File: src/rtl/core/rme_pkg.sv
// ----------------------------------------------------------------------------
// rme_pkg: shared definitions for the RSA modular exponentiation block
// Register indexes, reset values, default sizes and the control structs
// that pass between the sequencer and the modular multiplier.
// ----------------------------------------------------------------------------
package rme_pkg;

  localparam int MOD_BITS_DEF = 32;
  localparam int EXP_BITS_DEF = 16;

  // Widths of the configuration registers and of the result field.
  localparam int MODULUS_W  = 32;
  localparam int EXPONENT_W = 16;
  localparam int CIPHER_W   = 32;
  localparam int MESSAGE_W  = 8;
  localparam int CFG_IDX_W  = 1;

  localparam logic [CFG_IDX_W-1:0] REG_MODULUS  = 1'b0;
  localparam logic [CFG_IDX_W-1:0] REG_EXPONENT = 1'b1;

  localparam logic [MODULUS_W-1:0]  MODULUS_RST  = 32'd33;
  localparam logic [EXPONENT_W-1:0] EXPONENT_RST = 16'd7;

  typedef struct packed {
    logic start;
  } mm_req_t;

  typedef struct packed {
    logic busy;
    logic done;
  } mm_rsp_t;

endpackage

File: src/rtl/core/rme_modmul.sv
// ----------------------------------------------------------------------------
// rme_modmul: bit-serial modular multiplier
// Computes a * b mod n by shift-and-add, one bit of b at a time, top bit first: a
// doubling step and a conditional add step, each reduced modulo n.
// ----------------------------------------------------------------------------
module rme_modmul #(
  parameter int W = rme_pkg::MOD_BITS_DEF
) (
  input  logic             clk,
  input  logic             rst_n,
  input  rme_pkg::mm_req_t req,
  input  logic [W-1:0]     a,
  input  logic [W-1:0]     b,
  input  logic [W-1:0]     n,
  output rme_pkg::mm_rsp_t rsp,
  output logic [W-1:0]     p
);

  localparam int CW = $clog2(W + 1);

  logic          busy_r, busy_nxt;
  logic          done_r, done_nxt;
  logic          phase_r, phase_nxt;
  logic [CW-1:0] cnt_r, cnt_nxt;
  logic [W-1:0]  acc_r, acc_nxt;
  logic [W-1:0]  a_r, a_nxt;
  logic [W-1:0]  b_r, b_nxt;

  logic [W-1:0]  opnd;
  logic [W:0]    sum;
  logic [W+1:0]  diff;
  logic [W-1:0]  red;

  // One shared add-and-reduce: both operands are already below n.
  assign opnd = phase_r ? a_r : acc_r;
  assign sum  = {1'b0, acc_r} + {1'b0, opnd};
  assign diff = {1'b0, sum} - {2'b00, n};
  assign red  = diff[W+1] ? sum[W-1:0] : diff[W-1:0];

  always_comb begin
    busy_nxt  = busy_r;
    done_nxt  = 1'b0;
    phase_nxt = phase_r;
    cnt_nxt   = cnt_r;
    acc_nxt   = acc_r;
    a_nxt     = a_r;
    b_nxt     = b_r;
    if (req.start) begin
      busy_nxt  = 1'b1;
      phase_nxt = 1'b0;
      cnt_nxt   = CW'(W);
      acc_nxt   = '0;
      a_nxt     = a;
      b_nxt     = b;
    end else if (busy_r) begin
      if (!phase_r) begin
        acc_nxt   = red;
        phase_nxt = 1'b1;
      end else begin
        if (b_r[W-1]) begin
          acc_nxt = red;
        end
        b_nxt     = {b_r[W-2:0], 1'b0};
        phase_nxt = 1'b0;
        cnt_nxt   = cnt_r - CW'(1);
        if (cnt_r == CW'(1)) begin
          busy_nxt = 1'b0;
          done_nxt = 1'b1;
        end
      end
    end
  end

  always_ff @(posedge clk) begin
    if (!rst_n) begin
      busy_r  <= 1'b0;
      done_r  <= 1'b0;
      phase_r <= 1'b0;
      cnt_r   <= '0;
    end else begin
      busy_r  <= busy_nxt;
      done_r  <= done_nxt;
      phase_r <= phase_nxt;
      cnt_r   <= cnt_nxt;
    end
  end

  always_ff @(posedge clk) begin
    acc_r <= acc_nxt;
    a_r   <= a_nxt;
    b_r   <= b_nxt;
  end

  assign rsp.busy = busy_r;
  assign rsp.done = done_r;
  assign p        = acc_r;

endmodule

File: src/rtl/core/rsa_modular_exponentiation_top.sv
// ----------------------------------------------------------------------------
// rsa_modular_exponentiation_top: byte-wide RSA modular exponentiation
// Raises each message byte to the configured exponent modulo the configured
// modulus by left-to-right square-and-multiply over a bit-serial multiplier.
// ----------------------------------------------------------------------------
//  channel  | direction | handshake          | payload
//  in_      | input     | in_valid/in_ready  | in_message_byte[7:0]
//  out_     | output    | out_valid/out_ready| out_cipher_value[31:0]
//  cfg_     | input     | cfg_we (no wait)   | cfg_index[0], cfg_wdata[31:0]
//
// One item is worked on at a time. Each modular multiply runs in rme_modmul
// on NW bits, NW being the used modulus width (32 by default). An item
// takes 1 + EXP_BITS + ones(e) multiplies; an exponent of 0 or 1 takes
// one multiply, and a modulus of 0 or 1 takes none and gives 0. Reset is
// synchronous and active low and loads the registers with modulus 33 and
// exponent 7. A finished item waits in the output register while the next
// item is accepted; the sequencer stalls only if a second result is ready
// before the first has been taken.
// ----------------------------------------------------------------------------
module rsa_modular_exponentiation_top #(
  parameter int MOD_BITS = rme_pkg::MOD_BITS_DEF,
  parameter int EXP_BITS = rme_pkg::EXP_BITS_DEF
) (
  input  logic                            clk,
  input  logic                            rst_n,
  input  logic                            in_valid,
  output logic                            in_ready,
  input  logic [rme_pkg::MESSAGE_W-1:0]   in_message_byte,
  output logic                            out_valid,
  input  logic                            out_ready,
  output logic [rme_pkg::CIPHER_W-1:0]    out_cipher_value,
  input  logic                            cfg_we,
  input  logic [rme_pkg::CFG_IDX_W-1:0]   cfg_index,
  input  logic [rme_pkg::MODULUS_W-1:0]   cfg_wdata
);

  // The modulus register is 32 bits, so no residue is ever wider than that.
  localparam int NW = (MOD_BITS < rme_pkg::MODULUS_W) ? MOD_BITS : rme_pkg::MODULUS_W;
  localparam int IW = (EXP_BITS > 1) ? $clog2(EXP_BITS) : 1;

  typedef enum logic [4:0] {
    ST_IDLE = 5'b00001,
    ST_BASE = 5'b00010,
    ST_SQR  = 5'b00100,
    ST_MUL  = 5'b01000,
    ST_DONE = 5'b10000
  } state_t;

  state_t                          state_r, state_nxt;
  logic [rme_pkg::MODULUS_W-1:0]   modulus_r;
  logic [rme_pkg::EXPONENT_W-1:0]  exponent_r;
  logic [NW-1:0]                   n_r, n_nxt;
  logic [EXP_BITS-1:0]             e_r, e_nxt;
  logic [IW-1:0]                   idx_r, idx_nxt;
  logic [NW-1:0]                   base_r, base_nxt;
  logic [NW-1:0]                   res_r, res_nxt;
  logic                            out_valid_r, out_valid_nxt;
  logic [rme_pkg::CIPHER_W-1:0]    out_cipher_r, out_cipher_nxt;

  logic [63:0]                     mod_ext;
  logic [47:0]                     exp_ext;
  logic [NW-1:0]                   n_cfg;
  logic [EXP_BITS-1:0]             e_cfg;

  rme_pkg::mm_req_t                mm_req;
  rme_pkg::mm_rsp_t                mm_rsp;
  logic [NW-1:0]                   mm_a;
  logic [NW-1:0]                   mm_b;
  logic [NW-1:0]                   mm_p;

  assign mod_ext = {32'd0, modulus_r};
  assign exp_ext = {32'd0, exponent_r};
  assign n_cfg   = mod_ext[NW-1:0];
  assign e_cfg   = exp_ext[EXP_BITS-1:0];

  always_ff @(posedge clk) begin
    if (!rst_n) begin
      modulus_r  <= rme_pkg::MODULUS_RST;
      exponent_r <= rme_pkg::EXPONENT_RST;
    end else if (cfg_we) begin
      case (cfg_index)
        rme_pkg::REG_MODULUS:  modulus_r  <= cfg_wdata;
        rme_pkg::REG_EXPONENT: exponent_r <= cfg_wdata[rme_pkg::EXPONENT_W-1:0];
        default: ;
      endcase
    end
  end

  assign in_ready = (state_r == ST_IDLE);

  always_comb begin
    state_nxt      = state_r;
    n_nxt          = n_r;
    e_nxt          = e_r;
    idx_nxt        = idx_r;
    base_nxt       = base_r;
    res_nxt        = res_r;
    out_valid_nxt  = out_valid_r && !out_ready;
    out_cipher_nxt = out_cipher_r;
    mm_req.start   = 1'b0;
    mm_a           = mm_p;
    mm_b           = mm_p;
    case (state_r)
      ST_IDLE: begin
        if (in_valid) begin
          n_nxt = n_cfg;
          e_nxt = e_cfg;
          if (n_cfg <= NW'(1)) begin
            res_nxt   = '0;
            state_nxt = ST_DONE;
          end else begin
            // The message is reduced as 1 * m mod n on the multiplier.
            mm_req.start = 1'b1;
            mm_a         = NW'(1);
            mm_b         = NW'(in_message_byte);
            state_nxt    = ST_BASE;
          end
        end
      end
      ST_BASE: begin
        if (mm_rsp.done) begin
          base_nxt = mm_p;
          if (e_r <= EXP_BITS'(1)) begin
            res_nxt   = mm_p;
            state_nxt = ST_DONE;
          end else begin
            idx_nxt      = IW'(EXP_BITS - 1);
            mm_req.start = 1'b1;
            mm_a         = NW'(1);
            mm_b         = NW'(1);
            state_nxt    = ST_SQR;
          end
        end
      end
      ST_SQR: begin
        if (mm_rsp.done) begin
          if (e_r[idx_r]) begin
            mm_req.start = 1'b1;
            mm_b         = base_r;
            state_nxt    = ST_MUL;
          end else if (idx_r == '0) begin
            res_nxt   = mm_p;
            state_nxt = ST_DONE;
          end else begin
            idx_nxt      = idx_r - IW'(1);
            mm_req.start = 1'b1;
          end
        end
      end
      ST_MUL: begin
        if (mm_rsp.done) begin
          if (idx_r == '0) begin
            res_nxt   = mm_p;
            state_nxt = ST_DONE;
          end else begin
            idx_nxt      = idx_r - IW'(1);
            mm_req.start = 1'b1;
            state_nxt    = ST_SQR;
          end
        end
      end
      ST_DONE: begin
        if (!out_valid_r || out_ready) begin
          out_valid_nxt  = 1'b1;
          out_cipher_nxt = rme_pkg::CIPHER_W'(res_r);
          state_nxt      = ST_IDLE;
        end
      end
      default: state_nxt = ST_IDLE;
    endcase
  end

  always_ff @(posedge clk) begin
    if (!rst_n) begin
      state_r     <= ST_IDLE;
      out_valid_r <= 1'b0;
      idx_r       <= '0;
    end else begin
      state_r     <= state_nxt;
      out_valid_r <= out_valid_nxt;
      idx_r       <= idx_nxt;
    end
  end

  always_ff @(posedge clk) begin
    n_r          <= n_nxt;
    e_r          <= e_nxt;
    base_r       <= base_nxt;
    res_r        <= res_nxt;
    out_cipher_r <= out_cipher_nxt;
  end

  rme_modmul #(
    .W (NW)
  ) u_modmul (
    .clk   (clk),
    .rst_n (rst_n),
    .req   (mm_req),
    .a     (mm_a),
    .b     (mm_b),
    .n     (n_r),
    .rsp   (mm_rsp),
    .p     (mm_p)
  );

  assign out_valid        = out_valid_r;
  assign out_cipher_value = out_cipher_r;

  // An accepted item either starts the base reduction or finishes at once.
  a_accept_next: assert property (@(posedge clk) disable iff (!rst_n)
    in_valid && in_ready |=> (state_r == ST_BASE || state_r == ST_DONE))
    else $error("accepted item did not start work");

  // The multiplier is never restarted while it is still running.
  a_start_idle: assert property (@(posedge clk) disable iff (!rst_n)
    mm_req.start |-> !mm_rsp.busy)
    else $error("multiplier restarted while busy");

  // A new result is loaded only from the finishing state.
  a_out_source: assert property (@(posedge clk) disable iff (!rst_n)
    $rose(out_valid_r) |-> $past(state_r == ST_DONE))
    else $error("result appeared without a finished item");

  // A finished residue is always below the modulus, or zero.
  a_res_range: assert property (@(posedge clk) disable iff (!rst_n)
    state_r == ST_DONE |-> (res_r < n_r || res_r == '0))
    else $error("residue not reduced");

endmodule
File: config.mk
export PLATFORM = sky130hd
export DESIGN_NAME = rsa_modular_exponentiation_top
export DESIGN_NICKNAME = d
export VERILOG_FILES = /design/src/rtl/core/rme_pkg.sv /design/src/rtl/core/rme_modmul.sv /design/src/rtl/core/rsa_modular_exponentiation_top.sv
export SDC_FILE = /design/constraint.sdc
export NUM_CORES = 1
export LEC_CHECK = 0
export ABC_AREA = 1
export BUFFER_PORTS_ARGS = -buffer_cell sky130_fd_sc_hd__buf_2
export CORE_MARGIN = 3
export CORE_UTILIZATION = 63
export CTS_CLUSTER_SIZE = 20
export DETAILED_ROUTE_END_ITERATION = 8
export HOLD_SLACK_MARGIN = 0.1
export PLACE_DENSITY_LB_ADDON = 0.15
export SLEW_MARGIN = 20
export SYNTH_ARGS = -nofsm -noshare
export SYNTH_HDL_FRONTEND = slang
export SYNTH_SLANG_ARGS = --single-unit
File: constraint.sdc
create_clock -name clk -period 4.6 [get_ports clk]
set_clock_uncertainty 0.1 [all_clocks]
set_input_delay 0.92 -clock clk [delete_from_list [all_inputs] [get_ports clk]]
set_output_delay 0.92 -clock clk [all_outputs]
set_load 0.02 [all_outputs]
==> results of run 1 <==
==> power by group through the flow <==
| stage | clock (mW) | combinational [mW] | sequential, mW |
|---|---|---|---|
| floorplan | 0 | 4.45 | 3.50 |
| global placement | 0 | 5.98 | 3.49 |
| detailed placement | 0 | 6.12 | 3.50 |
| CTS | 2.52 | 6.17 | 3.45 |
| global route | 2.63 | 7.12 | 3.48 |
| finish | 2.50 | 6.33 | 3.46 |
==> how the worst min path moves through the flow <==
stage | end | cells past startpoint | slack (ps) | startpoint
final | out_cipher_value[7]$_DFFE_PP_ | 0 | 320 | res_r[7]$_SDFFCE_PP0P_
after global routing | out_cipher_value[1]$_DFFE_PP_ | 0 | 330 | res_r[1]$_SDFFCE_PP0P_
after CTS | out_cipher_value[30]$_DFFE_PP_ | 0 | 320 | res_r[30]$_SDFFCE_PP0P_
after detailed placement | out_cipher_value[20]$_DFFE_PP_ | 0 | 300 | res_r[20]$_SDFFCE_PP0P_
after global placement | out_cipher_value[27]$_DFFE_PP_ | 0 | 300 | res_r[27]$_SDFFCE_PP0P_
after floorplan | out_cipher_value[0]$_DFFE_PP_ | 0 | 300 | res_r[0]$_SDFFCE_PP0P_
==> metal layers <==
layer	global-route usage	vias to the layer above	routed length (um)
li1	-	7837	-
met1	0.4210	7198	20140
met2	0.4975	706	21410
met3	0.02752	115	3512
met4	0.08277	0	1480
met5	0	-	0
==> layout make-up <==
type | count | area, um^2
Clock buffer | 40 | 862.1
Inverter | 402 | 1509
Fill cell | 2239 | 7410
Multi-Input combinational cell | 1640 | 7869
Sequential cell | 307 | 8233
Clock inverter | 17 | 156.4
Tap cell | 372 | 465.4
Timing Repair Buffer | 128 | 822.0
==> cell usage in the layout (no fill, tap or decap), types with 7 or more instances in the layout <==
master	n
a21oi_1	102
buf_2	79
buf_4	44
clkbuf_16	34
dfxtp_1	97
edfxtp_1	208
ha_1	65
inv_1	393
inv_2	7
nand2_1	762
nand3_1	167
nand3b_1	15
nand4_1	15
nor2_1	273
nor2_2	12
nor3_1	13
o211ai_1	8
o21ai_0	119
o21bai_1	9
xnor2_1	8
xor2_1	26
==> synthesized netlist by cell type (all sizes together), types with 26 or more instances <==
| cell | n |
|---|---|
| clkbuf | 39 |
| edfxtp | 208 |
| o21ai | 123 |
| a21oi | 103 |
| inv | 400 |
| buf | 26 |
| nand2 | 768 |
| ha | 67 |
| nand3 | 169 |
| dfxtp | 99 |
| xor2 | 26 |
| nor2 | 287 |
==> worst register-to-register path: cells and delay by family (launching register included) <==
family / cells / cell delay (ps)
and+or+nand+nor: 17 / 2010
adders and majority gates: 2 / 730
AOI/OAI and AO/OA: 3 / 570
DFF: 1 / 450
buffers and inverters: 4 / 390
==> repair_timing <==
item	4_1_cts	5_1_grt
endpoints found under the hold margin	0	0
gates resized for setup	0	25
buffers inserted	0	1
endpoints found under the setup margin	0	32
==> cells by family after synthesis <==
group                    synth area share
AND/OR/NAND/NOR                    0.2950
XOR/XNOR                          0.01772
flip-flops                         0.4624
adder cells (fa/ha/maj)           0.04937
AO/OA/AOI/OAI                     0.07342
buffers and inverters              0.1020
==> through the flow <==
stage / utilization / total power, mW / worst slack (ps) / cells
6_report: 0.7288 / 12.29 / 276.0 / 2906
5_1_grt: 0.7288 / 13.24 / -11.93 / 2906
4_1_cts: 0.7243 / 12.15 / 112.5 / 2904
3_5_place_dp: 0.6870 / 9.619 / 169.4 / 2847
3_3_place_gp: 0.6870 / 9.472 / 198.5 / 2847
2_1_floorplan: - / 7.945 / 734.5 / 2414
==> state kept, by name, summed over array words and instances (netlist names), 5 cells and up <==
name              flops
base_r               32
e_cfg                16
e_r                  16
modulus_r            32
n_r                  32
out_cipher_value     32
res_r                32
state_r               5
u_modmul.a_r         32
u_modmul.b_r         32
u_modmul.cnt_r        6
u_modmul.p           32
==> reports/qor.yml, run 1 <==
clock_network:
  cts-root-buf: "clkbuf_16"
  cts_sinks: 307
  clk-insertion-delay-late_ps: 570
  clockBufferDepth: 3
  cts_buffers: 31
  holdBufCountCts: 0
  cts_tree: "done"
  cts.htree.levels: 1
  clkSlewWorstSetupHoldPaths_ps: 60
synth:
  synth-seq-cells: 307
  ys.flop_type: "edfxtp_1"
  synth.area.top_cells: "edfxtp_1, nand2_1, dfxtp_1"
  mappedNetlistNets: 2529
  synth-edff-count: 208
  yosysWarningCount: 0
  synth_area_leader_cell: "edfxtp_1"
  yosysTopAreaCellShare: 0.3511
  ys_types: 41
  avgSynthCellArea_um2: 7.370
  synthCells: 2414
  synth_area_mm2: 0.01779
  synth-seq-area-share: 0.4624
  async_reset_ff_frac: 0
placement:
  port_buffers: 79
  hpwl_um: 35230
  globalplace.congestion: 1.040
  postPlaceCellArea_mm2: 0.01877
timing:
  fin_crit_ps: 4324
  setup_tns_ps: 0
  setup_viol_count_final: 0
  drv_slew: 0
  rsz0062_at_grt: "yes"
  hold_viol: 0
  fmax_mhz: 231.3
  hold_ws_ps: 317.8
  max-slew-margin-rel: 0.3035
  period_share: 0.9400
  worstMarginPinSlew_ps: 1044
global_route:
  grt_pass1_wl_um: 74290
  grt_pass1_vias: 14716
  grt_usage: 0.2986
  grt_max_degree: 100
  antenna_found_initial: 0
  grt_overflow: 0
pwr:
  leakage_nw: 9.865
  powerDensity_mw_per_mm2: 617.3
  p_int_mw: 6.896
  pwr-share-comb: 0.515
  power_switching_share: 0.4391
  switchingPower_mw: 5.398
  seq_power_share: 0.281
  clkPwrFrac: 0.204
  ir_worst_vdd_uv: 396.8
floorplanning:
  ios: 80
  rows: 60
  die-area_mm2: 0.03029
  die_h_um: 174.1
  coreArea_mm2: 0.02733
  start_util: 0.6511
  die_w_um: 174.1
cells_and_area:
  drive_above_1_share: 0.08800
  area_growth_pct: 11.94
  stdcell_area_mm2: 0.01992
  antenna_cells: 0
  fin_nets: 2625
detailed_routing:
  vias: 15856
  wl_per_cell_um: 16.01
  drt_first_pass_iters: 6
  postRouteAntennaNets: 0
  drc: 0
  viasPerCell: 5.456
  drt_iter0_markers: 1689
  drt_wl_total_um: 46540
setup_path:
  cp_top_family: "simple AND/OR/NAND/NOR gates"
  cp-end-kind: "register"
  cp_slowest_cell: "dfxtp_4"
  crit_arrival_ps: 4710
  crit_end: "u_modmul.p[27]$_SDFFE_PP0P_"
  slowest_delay_ps: 450
  startpoint: "u_modmul.phase_r$_SDFFE_PP0P_"
  critPathMostFrequentCell: "nand2_1"
  rr_worst_depth: 26
  path_buf_inv: 4
  crit_type: "reg2reg"
  crit_path_max_fanout: 24
  regToRegSetupSlack_ps: 280
  cp.depth: 26
  r2r-start: "u_modmul.phase_r$_SDFFE_PP0P_"
  worstPathRequired_ps: 4990
  worst_setup_path_start_kind: "register"
  r2r_end: "u_modmul.p[27]$_SDFFE_PP0P_"
job:
  drv_cap: 0
status:
  status: "finished, final reports clean"
hold_path:
  hp-class: "reg2reg"
(Power assumes the default switching activity.)
==> inputs of run 2 (changes only) <==
--- a/config.mk
+++ b/config.mk
@@ -5,10 +5,10 @@
 export SDC_FILE = /design/constraint.sdc
 export NUM_CORES = 1
 export LEC_CHECK = 0
-export ABC_AREA = 1
 export BUFFER_PORTS_ARGS = -buffer_cell sky130_fd_sc_hd__buf_2
+export CAP_MARGIN = 20
 export CORE_MARGIN = 3
-export CORE_UTILIZATION = 63
+export CORE_UTILIZATION = 62
 export CTS_CLUSTER_SIZE = 20
 export DETAILED_ROUTE_END_ITERATION = 8
 export HOLD_SLACK_MARGIN = 0.1
==> reports/qor.yml, run 2 <==
synth:
  synth_area_mm2: 0.01561  # -12%
  avgSynthCellArea_um2: 10.54  # +43%
  mappedNetlistNets: 1596  # -37%
  async_reset_ff_frac: 0  # unchanged
  ys.flop_type: "edfxtp_1"
  yosysTopAreaCellShare: 0.4000  # +0.04898
  synth_area_leader_cell: "edfxtp_1"
  synth-edff-count: 208  # unchanged
  synth-seq-area-share: 0.5270  # +0.06452
  yosysWarningCount: 0  # unchanged
  yosysMostFrequentCell: "edfxtp_1"
  synth_common_cells: "edfxtp_1, nand2_1, nor2_1"
  ys_types: 71  # +73%
  synthCells: 1481  # -39%
  synth-seq-cells: 307  # unchanged
  synth.area.top_cells: "edfxtp_1, dfxtp_1, ha_1"
placement:
  hpwl_um: 29020  # -18%
  port_buffers: 79  # unchanged
  globalplace.congestion: 0.9793  # -5.8%
timing:
  setup_ws_ps: -253.7  # -529.7 ps
  setup_tns_ps: -6028  # -6028 ps
  hold_viol: 0  # unchanged
  period_share: 1.055  # +0.1151
  setup_viol_count_final: 32  # +32
  max-slew-margin-rel: 0.3809  # +0.07738
  fmax_mhz: 206.0  # -11%
  fin_crit_ps: 4854  # +529.7 ps
  rsz0062_at_grt: "yes"
  drv_slew: 0  # unchanged
  worstMarginPinSlew_ps: 928.6  # -114.9 ps
floorplanning:
  die_h_um: 164.7  # -5.4%
  rows: 57  # -5.0%
  start_util: 0.6364  # -0.01467
  die_w_um: 164.7  # -5.4%
  die-area_mm2: 0.02712  # -10%
  coreArea_mm2: 0.02453  # -10%
  ios: 80  # unchanged
setup_path:
  startpoint: "u_modmul.phase_r$_SDFFE_PP0P_"
  r2r_end: "u_modmul.p[19]$_SDFFE_PP0P_"
  regToRegSetupSlack_ps: -250  # -530 ps
  crit_type: "reg2reg"
  r2r-start: "u_modmul.phase_r$_SDFFE_PP0P_"
  worstPathRequired_ps: 4960  # -30 ps
  crit_path_max_fanout: 7  # -71%
  worst_setup_path_start_kind: "register"
  rr_worst_depth: 23  # -12%
  crit_arrival_ps: 5210  # +500 ps
  cp-end-kind: "register"
cells_and_area:
  antenna_cells: 0  # unchanged
  layout_commonest_cell: "buf_4"
  drive_above_1_share: 0.3377  # +0.2497
  final_cell_mix: "buf_4, edfxtp_1, nand2_1"
  area_growth_pct: 30.60
  fin_nets: 1917  # -27%
detailed_routing:
  vias: 13145  # -17%
  drc: 0  # unchanged
  drt_iter0_markers: 1653  # -2.1%
  drt_first_pass_iters: 7  # +1
  postRouteAntennaNets: 0  # unchanged
  viasPerCell: 6.120  # +12%
  drt_wl_total_um: 44280  # -4.8%
  wl_per_cell_um: 20.62  # +29%
global_route:
  grt_max_degree: 62  # -38%
  grt_overflow: 0  # unchanged
  antenna_found_initial: 0  # unchanged
  grt_pass1_vias: 12557  # -15%
  grt_usage: 0.3067  # +0.008029
  grt_pass1_wl_um: 65430  # -12%
clock_network:
  clk-insertion-delay-late_ps: 550  # -20 ps
  cts_buffers: 29  # -6.5%
  cts_tree: "done"
  cts-root-buf: "clkbuf_16"
  clkSlewWorstSetupHoldPaths_ps: 70  # about the same
  cts_sinks: 307  # unchanged
  clockBufferDepth: 3  # unchanged
  cts.htree.levels: 1  # unchanged
hold_path:
  hold_depth: 0  # unchanged
  hp-class: "reg2reg"
  hold_path_end: "out_cipher_value[3]$_DFFE_PP_"
  worstHoldStart: "res_r[3]$_SDFFCE_PP0P_"
status:
  failed_checks: "setup timing"
  status: "finished with violations"
job:
  drv_cap: 0  # unchanged
-- run 2: changes by cell type after synthesis, sizes merged, moves of 27 or more --
cell / delta
a211oi: +33
a21boi: +48
a221oi: +27
nand2: -566
nor2: -152
o21ai: -66
nor2b: +40
and2: +34
nand3: -149
inv: -349
mux2: +32
-- run 2: metal layers --
metal / GRT usage / share of wire
met5: 0 / 0
met4: 0.1186 / 0.044
met3: 0.04565 / 0.082
met2: 0.4963 / 0.47
met1: 0.4205 / 0.40
-- run 2: cell families after synthesis --
logic type               synth area share
AND/OR/NAND/NOR                    0.1539
AO/OA/AOI/OAI                      0.1600
flip-flops                         0.5270
buffers and inverters             0.03590
adder cells (fa/ha/maj)           0.05625
XOR/XNOR                          0.03310
multiplexers                      0.03398
-- run 2: final cells by class --
class | instances | area, um^2
flip-flops and latches | 307 | 8232
clock buffers | 41 | 844.6
fillers | 1349 | 4141
multi-input cells | 1054 | 7995
inverters | 51 | 203.9
well taps | 324 | 405.4
repair buffers | 359 | 2611
clock inverters | 12 | 100.1
-- run 2: metrics by stage --
| step | hold WS (ps) | utilization | instances | instance area (um^2) | setup slack (ps) |
|---|---|---|---|---|---|
| after floorplan | 300.3 | - | 1481 | 15720 | 3.558 |
| after global placement | 300.4 | 0.7355 | 2064 | 18040 | -417.7 |
| after detailed placement | 304.5 | 0.7355 | 2064 | 18040 | -574.4 |
| after CTS | 320.6 | 0.7993 | 2135 | 19610 | -327.5 |
| after global routing | 330.8 | 0.8312 | 2148 | 20390 | -467.6 |
| final | 320.5 | 0.8312 | 2148 | 20390 | -253.7 |
-- run 2: critical path, cell delays in order, from the launching register on --
cell and delay, ps:
dfxtp_4 390, buf_12 140, mux2_4 310, ha_4 160, fa_2 350, a211oi_2 270
o21ai_2 110, o21ai_1 150, nand2_1 140, xor2_2 190, buf_4 160, ha_4 270
buf_6 100, nand4_1 130, nor4_2 320, o21ai_2 150, buf_4 170, a2111oi_4 330
a211oi_2 100, buf_4 150, xor2_1 160, nand2_4 90, o21ai_4 70, a211oi_2 260
-- run 2: worst max path at each step --
stage,cells past startpoint,endpoint,slack (ps)
floorplan,23,u_modmul.p[0]$_SDFFE_PP0P_,4
global placement,24,u_modmul.p[4]$_SDFFE_PP0P_,-420
detailed placement,24,u_modmul.p[4]$_SDFFE_PP0P_,-570
CTS,23,u_modmul.p[23]$_SDFFE_PP0P_,-330
global route,24,u_modmul.p[3]$_SDFFE_PP0P_,-470
finish,23,u_modmul.p[19]$_SDFFE_PP0P_,-250
-- run 2: what timing repair did --
action / in CTS / in global routing
endpoints found under the setup margin: 32 / 32
endpoints found under the hold margin: 0 / 0
setup buffers: 21 / 17
hold buffers: 0 / 0
cloned: 2 / 0
resized for setup: 93 / 134
pin swaps: 66 / 84
Power of run 2 is left out: the tool's default activity adds up to more than one toggle a clock period on the data nets, which glitch-free logic cannot reach.
